[src/rtl/core/brs_pkg.sv]
`default_nettype none
// ----------------------------------------------------------------------------
// brs_pkg
// Shared types and constants of the broker reconnect sequencer: session phase
// codes, command codes, register indexes and register reset values.
// ----------------------------------------------------------------------------
package brs_pkg;

   // Session phase
   typedef enum logic [2:0] {
      PH_IDLE      = 3'd0,
      PH_CLOSE     = 3'd1,
      PH_CONNECT   = 3'd2,
      PH_SETTLE    = 3'd3,
      PH_DRAIN     = 3'd4,
      PH_HANDSHAKE = 3'd5
   } phase_type;

   // Command issued with each result beat
   typedef enum logic [3:0] {
      CMD_NONE      = 4'd0,
      CMD_SERVICE   = 4'd1,
      CMD_RECOVER   = 4'd2,
      CMD_START     = 4'd3,
      CMD_RESTART   = 4'd4,
      CMD_CONFIGURE = 4'd5,
      CMD_BEGIN     = 4'd6,
      CMD_GIVE_UP   = 4'd7,
      CMD_CONNECT   = 4'd8,
      CMD_DRAIN     = 4'd9,
      CMD_HANDSHAKE = 4'd10
   } command_type;

   // Register indexes on the CSR port
   localparam int CSR_INDEX_W = 3;
   localparam logic [CSR_INDEX_W-1:0] REG_RETRY_INTERVAL = 3'd0;
   localparam logic [CSR_INDEX_W-1:0] REG_CLOSE_WAIT     = 3'd1;
   localparam logic [CSR_INDEX_W-1:0] REG_SETTLE_WAIT    = 3'd2;
   localparam logic [CSR_INDEX_W-1:0] REG_MAX_ATTEMPTS   = 3'd3;
   localparam logic [CSR_INDEX_W-1:0] REG_FAIL_LIMIT     = 3'd4;

   // Register reset values
   localparam logic [31:0] RETRY_INTERVAL_RST = 32'd5000;
   localparam logic [15:0] CLOSE_WAIT_RST     = 16'd500;
   localparam logic [15:0] SETTLE_WAIT_RST    = 16'd2000;
   localparam logic [2:0]  MAX_ATTEMPTS_RST   = 3'd3;
   localparam logic [3:0]  FAIL_LIMIT_RST     = 4'd5;

   localparam logic [3:0]  FAIL_COUNT_MAX     = 4'd15;

endpackage
`default_nettype wire

[src/rtl/core/broker_reconnect_sequencer_top.sv]
`default_nettype none
// ----------------------------------------------------------------------------
// broker_reconnect_sequencer_top
// Poll-driven sequencer that keeps a broker session alive over a data bearer.
// ----------------------------------------------------------------------------
// Usage:
//  - Request channel (req_*): one beat per poll pass, carrying the time in ms
//    and the link status and outcome flags. Accepted when req_valid is high
//    and req_stall is low.
//  - Response channel (rsp_*): exactly one beat per request beat, in order,
//    carrying the command, attempt number, reconnecting flag and session_done.
//    Taken when rsp_valid is high and rsp_stall is low.
//  - CSR channel (csr_*): register writes by index; csr_ready is always high.
//    Write only while no request is in flight.
// Pipeline and throughput: a request beat is stored in the input register when
//  accepted; the step (a few compares and a state update) then runs from the
//  input register and loads the result register, which drives rsp_valid. One
//  beat per cycle is sustained while rsp_stall stays low; the step through the
//  session state is the loop that bounds it.
// Reset: synchronous, active high. Clears both stages, the session state and
//  loads the register defaults (retry 5000 ms, close wait 500 ms, settle wait
//  2000 ms, 3 attempts, fail limit 5).
// Stall: while rsp_stall holds a result, the step stops and the input register
//  keeps its beat; req_stall rises only once the input register is also full.
// ----------------------------------------------------------------------------
module broker_reconnect_sequencer_top (
   input  wire logic                            clock,
   input  wire logic                            reset,
   // request channel
   input  wire logic                            req_valid,
   output      logic                            req_stall,
   input  wire logic [31:0]                     req_now_ms,
   input  wire logic                            req_data_link_ready,
   input  wire logic                            req_session_up,
   input  wire logic                            req_bearer_alive,
   input  wire logic                            req_transport_ok,
   input  wire logic                            req_handshake_ok,
   // response channel
   output      logic                            rsp_valid,
   input  wire logic                            rsp_stall,
   output      logic [3:0]                      rsp_command,
   output      logic [2:0]                      rsp_attempt_number,
   output      logic                            rsp_reconnecting,
   output      logic                            rsp_session_done,
   // configuration channel
   input  wire logic                            csr_valid,
   output      logic                            csr_ready,
   input  wire logic [brs_pkg::CSR_INDEX_W-1:0] csr_index,
   input  wire logic [31:0]                     csr_wdata
);

   // ------------------------------------------------------------------
   // Configuration registers
   // ------------------------------------------------------------------
   logic [31:0] retry_interval_ff;
   logic [15:0] close_wait_ff;
   logic [15:0] settle_wait_ff;
   logic [2:0]  max_attempts_ff;
   logic [3:0]  fail_limit_ff;
   logic        csr_write;

   assign csr_ready = 1'b1;
   assign csr_write = csr_valid & csr_ready;

   always_ff @(posedge clock) begin
      if (reset) begin
         retry_interval_ff <= brs_pkg::RETRY_INTERVAL_RST;
         close_wait_ff     <= brs_pkg::CLOSE_WAIT_RST;
         settle_wait_ff    <= brs_pkg::SETTLE_WAIT_RST;
         max_attempts_ff   <= brs_pkg::MAX_ATTEMPTS_RST;
         fail_limit_ff     <= brs_pkg::FAIL_LIMIT_RST;
      end else if (csr_write) begin
         unique case (csr_index)
            brs_pkg::REG_RETRY_INTERVAL: retry_interval_ff <= csr_wdata;
            brs_pkg::REG_CLOSE_WAIT:     close_wait_ff     <= csr_wdata[15:0];
            brs_pkg::REG_SETTLE_WAIT:    settle_wait_ff    <= csr_wdata[15:0];
            brs_pkg::REG_MAX_ATTEMPTS:   max_attempts_ff   <= csr_wdata[2:0];
            brs_pkg::REG_FAIL_LIMIT:     fail_limit_ff     <= csr_wdata[3:0];
            default: ;  // drop writes beyond the register list
         endcase
      end
   end

   // ------------------------------------------------------------------
   // Input register
   // ------------------------------------------------------------------
   logic        in_valid_ff;
   logic        in_valid_in;
   logic [31:0] in_now_ff;
   logic        in_link_ff;
   logic        in_up_ff;
   logic        in_alive_ff;
   logic        in_tr_ok_ff;
   logic        in_hs_ok_ff;
   logic        out_free;
   logic        step_fire;
   logic        req_accept;

   // result slot frees when empty or when its beat leaves this cycle
   assign out_free   = ~rsp_valid | ~rsp_stall;
   assign step_fire  = in_valid_ff & out_free;
   assign req_stall  = in_valid_ff & ~out_free;
   assign req_accept = req_valid & ~req_stall;

   always_comb begin
      in_valid_in = in_valid_ff;
      if (!req_stall) begin
         in_valid_in = req_valid;
      end
   end

   always_ff @(posedge clock) begin
      if (reset) begin
         in_valid_ff <= 1'b0;
      end else begin
         in_valid_ff <= in_valid_in;
      end
   end

   always_ff @(posedge clock) begin
      if (req_accept) begin
         in_now_ff   <= req_now_ms;
         in_link_ff  <= req_data_link_ready;
         in_up_ff    <= req_session_up;
         in_alive_ff <= req_bearer_alive;
         in_tr_ok_ff <= req_transport_ok;
         in_hs_ok_ff <= req_handshake_ok;
      end
   end

   // ------------------------------------------------------------------
   // Session state
   // ------------------------------------------------------------------
   brs_pkg::phase_type phase_ff, phase_in;
   logic [31:0] phase_start_ff, phase_start_in;
   logic [2:0]  attempt_ff, attempt_in;
   logic [3:0]  fail_ff, fail_in;
   logic        in_session_ff, in_session_in;
   logic [31:0] last_start_ff, last_start_in;

   // wrapping time differences
   logic [31:0] since_phase;
   logic [31:0] since_start;
   logic [3:0]  attempt_next;
   logic        retry_due;
   logic        close_due;
   logic        settle_due;
   logic        attempts_out;
   logic        fail_over;

   assign since_phase  = in_now_ff - phase_start_ff;
   assign since_start  = in_now_ff - last_start_ff;
   assign attempt_next = {1'b0, attempt_ff} + 4'd1;
   assign retry_due    = since_start >= retry_interval_ff;
   assign close_due    = since_phase >= {16'd0, close_wait_ff};
   assign settle_due   = since_phase >= {16'd0, settle_wait_ff};
   assign attempts_out = attempt_next > {1'b0, max_attempts_ff};
   assign fail_over    = fail_ff > fail_limit_ff;

   // Next state of the session
   always_comb begin
      phase_in       = phase_ff;
      phase_start_in = phase_start_ff;
      attempt_in     = attempt_ff;
      fail_in        = fail_ff;
      in_session_in  = in_session_ff;
      last_start_in  = last_start_ff;
      // link down or session up: hold everything
      if (in_link_ff && !in_up_ff) begin
         if (!in_session_ff) begin
            if (retry_due) begin
               last_start_in = in_now_ff;
               if (in_alive_ff) begin
                  in_session_in = 1'b1;
                  phase_in      = brs_pkg::PH_IDLE;
               end
            end
         end else begin
            unique case (phase_ff)
               brs_pkg::PH_IDLE: begin
                  if (fail_over) begin
                     fail_in       = '0;
                     in_session_in = 1'b0;
                  end else begin
                     attempt_in = '0;
                     phase_in   = brs_pkg::PH_CLOSE;
                  end
               end
               brs_pkg::PH_CLOSE: begin
                  if (attempts_out) begin
                     phase_in      = brs_pkg::PH_IDLE;
                     in_session_in = 1'b0;
                  end else begin
                     attempt_in     = attempt_next[2:0];
                     phase_start_in = in_now_ff;
                     phase_in       = brs_pkg::PH_CONNECT;
                  end
               end
               brs_pkg::PH_CONNECT: begin
                  if (close_due) begin
                     phase_start_in = in_now_ff;
                     phase_in       = in_tr_ok_ff ? brs_pkg::PH_SETTLE
                                                  : brs_pkg::PH_CLOSE;
                  end
               end
               brs_pkg::PH_SETTLE: begin
                  if (settle_due) begin
                     phase_in = brs_pkg::PH_DRAIN;
                  end
               end
               brs_pkg::PH_DRAIN: begin
                  phase_in = brs_pkg::PH_HANDSHAKE;
               end
               brs_pkg::PH_HANDSHAKE: begin
                  if (in_hs_ok_ff) begin
                     fail_in       = '0;
                     phase_in      = brs_pkg::PH_IDLE;
                     in_session_in = 1'b0;
                  end else begin
                     if (fail_ff != brs_pkg::FAIL_COUNT_MAX) begin
                        fail_in = fail_ff + 4'd1;
                     end
                     phase_in = brs_pkg::PH_CLOSE;
                  end
               end
               default: begin
                  phase_in      = brs_pkg::PH_IDLE;
                  in_session_in = 1'b0;
               end
            endcase
         end
      end
   end

   // Command and session_done for this step
   brs_pkg::command_type cmd_w;
   logic                 done_w;

   always_comb begin
      cmd_w  = brs_pkg::CMD_NONE;
      done_w = 1'b0;
      if (in_link_ff) begin
         if (in_up_ff) begin
            cmd_w = brs_pkg::CMD_SERVICE;
         end else if (!in_session_ff) begin
            if (retry_due) begin
               cmd_w = in_alive_ff ? brs_pkg::CMD_START : brs_pkg::CMD_RECOVER;
            end
         end else begin
            unique case (phase_ff)
               brs_pkg::PH_IDLE: begin
                  if (fail_over) begin
                     cmd_w  = brs_pkg::CMD_RESTART;
                     done_w = 1'b1;
                  end else begin
                     cmd_w = brs_pkg::CMD_CONFIGURE;
                  end
               end
               brs_pkg::PH_CLOSE: begin
                  if (attempts_out) begin
                     cmd_w  = brs_pkg::CMD_GIVE_UP;
                     done_w = 1'b1;
                  end else begin
                     cmd_w = brs_pkg::CMD_BEGIN;
                  end
               end
               brs_pkg::PH_CONNECT: begin
                  if (close_due) begin
                     cmd_w = brs_pkg::CMD_CONNECT;
                  end
               end
               brs_pkg::PH_SETTLE: cmd_w = brs_pkg::CMD_NONE;
               brs_pkg::PH_DRAIN:  cmd_w = brs_pkg::CMD_DRAIN;
               brs_pkg::PH_HANDSHAKE: begin
                  cmd_w  = brs_pkg::CMD_HANDSHAKE;
                  done_w = in_hs_ok_ff;
               end
               default: done_w = 1'b1;
            endcase
         end
      end
   end

   always_ff @(posedge clock) begin
      if (reset) begin
         phase_ff       <= brs_pkg::PH_IDLE;
         phase_start_ff <= '0;
         attempt_ff     <= '0;
         fail_ff        <= '0;
         in_session_ff  <= 1'b0;
         last_start_ff  <= '0;
      end else if (step_fire) begin
         phase_ff       <= phase_in;
         phase_start_ff <= phase_start_in;
         attempt_ff     <= attempt_in;
         fail_ff        <= fail_in;
         in_session_ff  <= in_session_in;
         last_start_ff  <= last_start_in;
      end
   end

   // ------------------------------------------------------------------
   // Result register
   // ------------------------------------------------------------------
   logic rsp_valid_ff, rsp_valid_in;

   always_comb begin
      rsp_valid_in = rsp_valid_ff;
      if (out_free) begin
         rsp_valid_in = in_valid_ff;
      end
   end

   always_ff @(posedge clock) begin
      if (reset) begin
         rsp_valid_ff <= 1'b0;
      end else begin
         rsp_valid_ff <= rsp_valid_in;
      end
   end

   logic [3:0] rsp_command_ff;
   logic [2:0] rsp_attempt_ff;
   logic       rsp_reconnecting_ff;
   logic       rsp_done_ff;

   always_ff @(posedge clock) begin
      if (step_fire) begin
         rsp_command_ff      <= cmd_w;
         rsp_attempt_ff      <= attempt_in;
         rsp_reconnecting_ff <= in_session_in;
         rsp_done_ff         <= done_w;
      end
   end

   assign rsp_valid          = rsp_valid_ff;
   assign rsp_command        = rsp_command_ff;
   assign rsp_attempt_number = rsp_attempt_ff;
   assign rsp_reconnecting   = rsp_reconnecting_ff;
   assign rsp_session_done   = rsp_done_ff;

   // ------------------------------------------------------------------
   // Assertions
   // ------------------------------------------------------------------
   a_phase_needs_session: assert property (@(posedge clock) disable iff (reset)
      (phase_ff != brs_pkg::PH_IDLE) |-> in_session_ff)
      else $error("session phase active outside a session");

   a_done_clears_session: assert property (@(posedge clock) disable iff (reset)
      (rsp_valid_ff && rsp_done_ff) |-> !rsp_reconnecting_ff)
      else $error("session_done reported while still reconnecting");

   a_start_opens_session: assert property (@(posedge clock) disable iff (reset)
      (step_fire && cmd_w == brs_pkg::CMD_START) |=> in_session_ff)
      else $error("start command did not open a session");

   a_link_down_holds: assert property (@(posedge clock) disable iff (reset)
      (step_fire && !in_link_ff) |=>
         (phase_ff == $past(phase_ff) && fail_ff == $past(fail_ff) &&
          in_session_ff == $past(in_session_ff)))
      else $error("state changed on a link-down poll");

   a_stall_blocks_step: assert property (@(posedge clock) disable iff (reset)
      (rsp_valid_ff && rsp_stall) |-> !step_fire)
      else $error("step ran while the result register was held");

endmodule
`default_nettype wire

[config.mk]
export PLATFORM = sky130hd
export DESIGN_NAME = broker_reconnect_sequencer_top
export DESIGN_NICKNAME = d
export VERILOG_FILES = /design/src/rtl/core/brs_pkg.sv /design/src/rtl/core/broker_reconnect_sequencer_top.sv
export SDC_FILE = /design/constraint.sdc
export NUM_CORES = 1
export LEC_CHECK = 0
export BUFFER_PORTS_ARGS = -buffer_cell sky130_fd_sc_hd__buf_4
export CORE_UTILIZATION = 50
export CTS_BUF_LIST = sky130_fd_sc_hd__clkbuf_8
export DETAILED_ROUTE_END_ITERATION = 16
export MAX_ROUTING_LAYER = met4
export PLACE_DENSITY_LB_ADDON = 0.15
export SETUP_SLACK_MARGIN = 0.3
export SLEW_MARGIN = 10
export SYNTH_ARGS = -nofsm -noshare
export SYNTH_HDL_FRONTEND = slang
export SYNTH_SLANG_ARGS = --single-unit
[constraint.sdc]
create_clock -name clock -period 7.1 [get_ports clock]
set_clock_uncertainty 0.1 [all_clocks]
set_input_delay 1.42 -clock clock [delete_from_list [all_inputs] [get_ports clock]]
set_output_delay 1.42 -clock clock [all_outputs]
set_load 0.005 [all_outputs]
==> impl_metrics.yaml, run 1 <==
power_and_ir_drop:
  p_per_area_nw_per_um2: 177.5
  peakVddDrop_v: 0.0001051
  power.total_mw: 2.430
  p_leak_nw: 5.315
run_status:
  status: "finished clean"
critical_path:
  cp_common_cell: "a21oi_1"
  slowest_stage: "a2111oi_0"
  crit_path_end_kind: "register"
  path_max_fanout: 45
  critPathRequiredTime_ps: 7340
  path_class: "reg2reg"
  cp.arrival_ps: 6270
  startpoint_type: "register"
  crit_chain: "ha_1, a2111oi_0, o211ai_1, a41oi_1, o21ai_0, a21oi_1, a21oi_1, a31oi_1, o21ai_0, nor2_1, a211oi_1, xor2_1, ha_1, and4_1, nand3_1, a2111oi_0, a21oi_1, nor2_4, buf_4, mux2i_1, nor2_1"
  max_stage_delay_ps: 480
finish:
  final_nets: 1784
  fillers: 2286
  finalCoreUtilization_pct: 56.14
  syn_to_final_growth_pct: 10.04
  diodes: 0
  drive_gt1_share_pct: 9.286
place:
  place.gp.congestion: 0.9358
  hpwl_um: 22080
  preCtsSetupSlack_ps: 1236
  io_buffers: 87
global_route:
  grt_pass1_wl_um: 48240
  grt_pass1_vias: 9909
  gr-usage-all-layers_pct: 24.14
  antenna_found_initial: 0
  grt_max_degree: 91
  grt-ovfl-total: 0
clocking:
  clk_latency_ps: 480
  cts.htree.levels: 4
  hold_buffers: 0
  post_cts_buffers: 0
  clock_path_buffers: 2
  cts_tree: "built"
  cts_root_buf: "clkbuf_8"
  cts_buffers: 17
  clk_pin_slew_ps: 110
  post_cts_resized: 0
  cts_sinks: 194
routing:
  drtIter0Drc: 590
  dr.pass1.iters: 5
  ant_nets: 0
  vias_per_cell: 5.489
  wl_per_cell_um: 15.38
  vias: 10470
  drc: 0
  drt-total-wl_um: 29340
synth:
  ys.warnings.count: 0
  post-synth-top-area-cell: "dfxtp_1"
  synth_edf_count: 46
  synth_ff_type: "dfxtp_1"
  ys_types: 74
  syn_area_per_cell_um2: 8.186
  synth_nets: 1734
  synth_area_leaders: "dfxtp_1, ha_1, edfxtp_1, nand2_1, a21oi_1"
  netlist.area_leader.share_pct: 23.81
  syn_inst: 1520
  syn_area_um2: 12440
  synth-seq-area-share_pct: 34.91
  ys_seq_elements: 194
  synthArstFlopShare_pct: 0
timing:
  slew_violations: 0
  rsz0062_at_grt: "no"
  fin_crit_ps: 6029
  tightest_slew_ps: 1104
  fin_hold_ws_ps: 357.3
  fmax_ghz: 0.1659
  layout_setup_ws_ps: 1071
  fin_crit_sh_pct: 84.91
  setup_viol: 0
  slew_headroom_pct: 26.40
  hold_viol: 0
  fin_tns_setup_ps: 0
floorplanning:
  num_io_pins: 89
  core_area_um2: 24390
  start_util_pct: 51.02
  std_cell_rows: 57
  die_area_um2: 25520
  die_h_um: 159.8
  die_w_um: 159.8
job:
  cap_violations: 0
hold_path:
  hold_class: "reg2reg"
routing by layer:
metal	part of all wire (%)	routed length, um	track usage (%)	vias to the layer above
met4	1.4	418	6.075	0
met3	4.5	1328	3.558	33
met2	45	13060	38.25	230
li1	-	-	-	5352
met1	50	14530	32.25	4852
met5	0	0	-	-
flip-flops by register name, summed over array words and instances (netlist names), 3 cells and up:
register and count:
rsp_attempt_number 3, attempt_ff 3, close_wait_ff 16, in_now_ff 32, phase_ff 3, fail_ff 4
settle_wait_ff 16, retry_interval_ff 32, rsp_command 4, last_start_ff 32, phase_start_ff 32, max_attempts_ff 3
fail_limit_ff 4
synth_stat cells (15+ instances only):
library cell / instances
nand2_1: 247
a21oi_1: 158
dfxtp_1: 148
inv_1: 142
ha_1: 135
nor2_1: 126
o21ai_0: 54
clkbuf_1: 52
mux2i_1: 48
edfxtp_1: 46
a21o_1: 30
xnor2_1: 27
xor2_1: 26
o211ai_1: 24
nand3_1: 21
nand4_1: 21
nor2b_1: 20
nand2b_1: 18
nor3_1: 15
path summary, 6_finish.rpt:
| kind | from | to | slack [ps] | depth (start not counted) |
|---|---|---|---|---|
| max | in_now_ff[12] | last_start_ff[0] | 1070 | 21 |
| min | close_wait_ff[15] | close_wait_ff[15] | 360 | 2 |
| max reg2reg | in_now_ff[12] | last_start_ff[0] | 1070 | 21 |
| min reg2reg | close_wait_ff[15] | close_wait_ff[15] | 360 | 2 |
critical path, delay by kind of cell (launching register included):
| family | cells | cell delay (ps) |
|---|---|---|
| buffers and inverters | 1 | 470 |
| XOR/XNOR | 1 | 150 |
| AND/OR/NAND/NOR | 5 | 970 |
| flip-flops | 1 | 450 |
| multiplexers | 1 | 260 |
| AO/OA/AOI/OAI | 11 | 2760 |
| adder cells (fa/ha/maj) | 2 | 680 |
where the power goes:
part           switching [mW]  total [mW]  internal (mW)
registers              0.0224        1.18           1.16
clock network           0.421       0.749          0.329
logic                   0.290       0.497          0.208
total                   0.733        2.43           1.70
per-stage QoR:
stage               instance area [um2]  cells
floorplan                         12440   1520
global placement                  13290   1875
detailed placement                13290   1875
CTS                               13690   1907
global route                      13690   1907
finish                            13690   1907
layout by cell type, fill, tap and decap left out, types with 8 or more instances in the layout:
cell type    n
nor2b_1     19
dfxtp_1    148
o211ai_1    24
a211oi_1    13
xor2_1      26
clkbuf_8    18
nand3_1     21
nand4_1     21
xnor2_1     27
edfxtp_1    46
a31oi_1      8
o21ai_0     54
o21a_1      12
nor2_1     125
ha_1       135
nor3_1      15
and2_1       8
buf_4       94
a21oi_1    158
mux2i_1     48
inv_1      143
nand2b_1    18
a21o_1      30
nand2_1    247
cell type report:
cell class	count	area [um2]	area share, %
clock buffer	18	247.7	1.809
timing repair buffer	94	705.7	5.154
tap	324	405.4	2.961
multi-input combinational	1120	7302	53.33
clock inverter	14	151.4	1.106
inverter	143	536.8	3.920
sequential	194	4344	31.73
cell families (layout without fill, tap and decap cells):
logic type               count (synthesis)  after routing  synth area share [%]
flip-flops                             194            194                 34.91
other                                    1              1               0.03014
multiplexers                            48             48                 3.861
buffers and inverters                  206            269                 6.526
XOR/XNOR                                53             53                 3.731
AO/OA/AOI/OAI                          366            366                 18.53
adder cells (fa/ha/maj)                137            137                 13.90
AND/OR/NAND/NOR                        515            515                 18.51
Power figures use the tool's default switching activity.
==> run 2, diff against run 1 <==
==> constraint.sdc (replaced) <==
create_clock -name clock -period 6.23 [get_ports clock]
set_clock_uncertainty 0.1 [all_clocks]
set_input_delay 1.246 -clock clock [delete_from_list [all_inputs] [get_ports clock]]
set_output_delay 1.246 -clock clock [all_outputs]
set_load 0.005 [all_outputs]
==> impl_metrics.yaml, run 2 (synthesized netlist as in run 1, its figures left out) <==
floorplanning:
  num_io_pins: 89
  core_area_um2: 24390
  die_area_um2: 25520
  start_util_pct: 51.02
  die_h_um: 159.8
  die_w_um: 159.8
  std_cell_rows: 57
place:
  place_inst: 1875
  hpwl_um: 22470
  io_buffers: 87
  dpl_cell_area_um2: 13310
  place.gp.congestion: 0.9073
routing:
  drc: 0
  dr.pass1.iters: 5
  drt-total-wl_um: 29280
  ant_nets: 0
  drtIter0Drc: 757
  wl_per_cell_um: 15.35
  vias: 10410
  vias_per_cell: 5.453
timing:
  rsz0062_at_grt: "no"
  fmax_ghz: 0.1746
  fin_crit_ps: 5728
  fin_crit_sh_pct: 91.94
  fin_tns_setup_ps: 0
  slew_violations: 0
  tightest_slew_ps: 1125
  hold_viol: 0
  setup_viol: 0
  slew_headroom_pct: 24.81
global_route:
  grt_pass1_wl_um: 48220
  grt-ovfl-total: 0
  antenna_found_initial: 0
  grt_max_degree: 57
  grt_pass1_vias: 9653
  gr-usage-all-layers_pct: 24.03
hold_path:
  hold_class: "reg2reg"
  min_to: "close_wait_ff[12]"
  min_path_cells: 2
  worstHoldStart: "close_wait_ff[12]"
clocking:
  clk_latency_ps: 470
  cts_buffers: 17
  clock_path_buffers: 2
  post_cts_buffers: 0
  hold_buffers: 0
  clk_pin_slew_ps: 110
  cts_root_buf: "clkbuf_8"
  cts.htree.levels: 4
  cts_tree: "built"
  cts_sinks: 194
finish:
  fin_cells: 1908
  syn_to_final_growth_pct: 10.18
  final_nets: 1784
  final_common_cell: "nand2_1"
  final_area_um2: 13710
  mostFrequentLayoutCells: "nand2_1, a21oi_1, dfxtp_1, inv_1, ha_1"
  drive_gt1_share_pct: 9.665
critical_path:
  rr_endpoint: "phase_ff[1]"
  reg2reg_depth: 22
  cp.arrival_ps: 5990
  crit_path_end_kind: "register"
  max_stage_delay_ps: 480
  r2r-start: "in_now_ff[12]"
  crit_chain: "ha_1, a2111oi_1, o211ai_1, a41oi_1, o21ai_0, a21oi_1, a21oi_1, a31oi_2, o21ai_0, nor2_1, a211oi_1, xor2_1, ha_1, and4_1, nand3_1, a2111oi_2, a21oi_4, a31oi_1, nor2_1, and4b_1, or2_2, a31o_2"
  rrSetupSlack_ps: 500
  path_class: "reg2reg"
  critPathRequiredTime_ps: 6490
  path_max_fanout: 4
  slowest_stage: "a2111oi_1"
  startpoint_type: "register"
job:
  cap_violations: 0
power_and_ir_drop:
  p_per_area_nw_per_um2: 196.9
  peakVddDrop_v: 0.0001278
  p_leak_nw: 5.300
run_status:
  status: "finished clean"
[run 2: changes by cell type in the layout (fill, tap and decap cells not counted), sizes merged]
cell	change
bufinv	-2
diode	+1
clkinvlp	+1
clkinv	+1
[run 2: worst max path at each step]
stage | cells past startpoint | slack (ps) | from | endpoint
detailed placement | 22 | 380 | in_now_ff[12] | phase_ff[2]
global route | 22 | 210 | in_now_ff[12] | phase_ff[2]
floorplan | 22 | 1290 | in_now_ff[12] | phase_ff[1]
CTS | 26 | 320 | in_now_ff[0] | phase_ff[0]
finish | 22 | 500 | in_now_ff[12] | phase_ff[1]
global placement | 22 | 560 | in_now_ff[12] | phase_ff[2]
[run 2: critical path, delay by kind of cell (launching register included)]
| family | cells | cell delay, ps |
|---|---|---|
| xor+xnor | 1 | 150 |
| compound gates | 13 | 3060 |
| simple gates | 6 | 1120 |
| fa+ha+maj | 2 | 700 |
| flops | 1 | 460 |
[run 2: power by group]
group          leakage (nW)  switching [mW]  total [mW]  internal (mW)
Clock                 0.185           0.483       0.776          0.293
Sequential             1.65          0.0255        1.35           1.32
Combinational          3.47           0.334       0.575          0.241
[run 2: per-stage QoR]
stage	util (%)	setup slack, ps	total power, mW	hold slack [ps]
after CTS	56.02	316.7	2.713	361.2
after detailed placement	54.56	383.4	1.940	347.8
final	56.21	502.3	2.700	359.4
after global routing	56.20	213.6	2.845	375.4
after global placement	54.56	563.8	1.930	342.3
after floorplan	-	1295	1.763	334.7
[run 2: cell type report]
class                   count  area, um2
well taps                 324      405.4
multi-input cells        1120       7348
diodes                      1      2.502
repair buffers             94      718.2
flip-flops and latches    194       4344
inverters                 143      536.8
clock buffers              18      247.7
fillers                  2308      10680
clock inverters            14      106.4
[run 2: repair_timing]
item | in CTS | in global routing
setup endpoints to repair | 3 | 39
pin swaps | 0 | 1
gates resized for setup | 1 | 9
[run 2: metal layers]
metal / share of wire [%] / GRT usage, %
met1: 50 / 33.08
met2: 44 / 37.38
met3: 3.9 / 2.701
met4: 1.5 / 6.337
met5: 0 / -
==> run 3, diff against run 2 <==
--- a/config.mk
+++ b/config.mk
@@ -11,6 +11,7 @@
 export DETAILED_ROUTE_END_ITERATION = 16
 export MAX_ROUTING_LAYER = met4
 export PLACE_DENSITY_LB_ADDON = 0.15
+export RECOVER_POWER = 50
 export SETUP_SLACK_MARGIN = 0.3
 export SLEW_MARGIN = 10
 export SYNTH_ARGS = -nofsm -noshare
==> impl_metrics.yaml, run 3 (synthesized netlist as in run 1, its figures left out) <==
run_status:
  status: "complete, but fails checks"
  violations: "capacitance limit, slew limit"
timing:
  fin_tns_setup_ps: 0
  fin_hold_ws_ps: 359.7
  fmax_ghz: 0.1747
  tightest_slew_ps: 3337
  rsz0062_at_grt: "no"
  fin_crit_ps: 5723
  slew_violations: 132
  hold_viol: 0
  slew_headroom_pct: -123.0
  setup_viol: 0
  fin_crit_sh_pct: 91.86
floorplanning:
  die_w_um: 159.8
  core_area_um2: 24390
  die_area_um2: 25520
  die_h_um: 159.8
  std_cell_rows: 57
  num_io_pins: 89
  start_util_pct: 51.02
critical_path:
  startpoint: "in_now_ff[12]"
  rr_endpoint: "phase_ff[1]"
  rrSetupSlack_ps: 510
  path_class: "reg2reg"
  cp.arrival_ps: 5980
  reg2reg_depth: 22
  r2r-start: "in_now_ff[12]"
  path_max_fanout: 4
  startpoint_type: "register"
  critPathRequiredTime_ps: 6490
  critPathCapture: "phase_ff[1]"
  crit_path_end_kind: "register"
hold_path:
  worstHoldStart: "close_wait_ff[12]"
  hold_class: "reg2reg"
routing:
  vias_per_cell: 5.460
  ant_nets: 0
  drt-total-wl_um: 29250
  dr.pass1.iters: 5
  vias: 10420
  drtIter0Drc: 794
  wl_per_cell_um: 15.33
  drc: 0
place:
  hpwl_um: 22470
  place.gp.congestion: 0.9073
  place_inst: 1875
  io_buffers: 87
finish:
  final_nets: 1784
  finalCoreUtilization_pct: 56.11
  syn_to_final_growth_pct: 9.995
  fin_cells: 1908
  multi_input_area_um2: 7341
  seq_area_um2: 4344
  mostFrequentLayoutCells: "nand2_1, a21oi_1, dfxtp_1, inv_1, ha_1"
  fillers: 2311
  drive_gt1_share_pct: 9.286
  final_common_cell: "nand2_1"
power_and_ir_drop:
  p_leak_nw: 5.269
  peakVddDrop_v: 0.0001278
  power.total_mw: 2.697
  p_per_area_nw_per_um2: 197.0
clocking:
  cts_root_buf: "clkbuf_8"
  hold_buffers: 0
  cts_tree: "built"
  clk_pin_slew_ps: 100
  cts_buffers: 17
  cts.htree.levels: 4
  clk_latency_ps: 470
  clock_path_buffers: 2
  cts_sinks: 194
global_route:
  grt_pass1_wl_um: 48220
  grt_pass1_vias: 9653
  grt_max_degree: 57
  grt-ovfl-total: 0
  gr-usage-all-layers_pct: 24.03
  antenna_found_initial: 0
job:
  cap_violations: 3
run 3: stage by stage:
step | setup WS, ps | instance area, um2
final | 507.1 | 13690
after global routing | 161.1 | 13680
after CTS | 316.7 | 13660
after detailed placement | 383.4 | 13310
after global placement | 563.8 | 13310
after floorplan | 1295 | 12440
run 3: cell type report:
class | count | share of cell area (%)
Multi-Input combinational cell | 1120 | 53.63
Sequential cell | 194 | 31.74
Timing Repair Buffer | 94 | 5.138
Inverter | 143 | 3.922
Tap cell | 324 | 2.962
Clock buffer | 18 | 1.810
Clock inverter | 14 | 0.7770
Antenna cell | 1 | 0.01828
run 3: worst min path at each step:
| stage | end | slack, ps | cells past startpoint |
|---|---|---|---|
| finish | close_wait_ff[12] | 360 | 2 |
| global route | retry_interval_ff[22] | 380 | 2 |
| CTS | retry_interval_ff[1] | 360 | 2 |
| detailed placement | retry_interval_ff[1] | 350 | 2 |
| global placement | phase_start_ff[16] | 340 | 2 |
| floorplan | phase_start_ff[10] | 330 | 2 |
run 3: what timing repair did:
action                                 in CTS  in global routing
setup endpoints to repair                   3                 39
cloned                                      0                  0
gates resized for setup                     1                  9
setup buffers                               0                  0
pin swaps                                   0                  1
endpoints found under the hold margin       0                  0
run 3: metal layers:
layer / track usage (%) / vias to the layer above / wire (um)
li1: - / 5364 / -
met1: 33.08 / 4796 / 14570
met2: 37.38 / 230 / 12960
met3: 2.701 / 28 / 1279
met4: 6.337 / 0 / 437
met5: - / - / 0
run 3: worst max-delay path, stage by stage, from the launching register on:
cell	delay, ps
edfxtp_1	460
ha_1	390
a2111oi_1	470
o211ai_1	180
a41oi_1	230
o21ai_0	180
a21oi_1	230
a21oi_1	140
a31oi_2	290
o21ai_0	130
nor2_1	200
a211oi_1	120
xor2_1	150
ha_1	310
and4_1	200
nand3_1	110
a2111oi_2	440
a21oi_4	170
a31oi_1	230
nor2_1	60
and4b_1	230
or2_2	320
a31o_2	240
run 3: report_power, final:
| part | switching, mW | leakage (nW) | internal (mW) |
|---|---|---|---|
| registers | 0.0254 | 1.65 | 1.32 |
| clock network | 0.482 | 0.185 | 0.293 |
| logic | 0.334 | 3.44 | 0.238 |
| total | 0.841 | 5.27 | 1.86 |
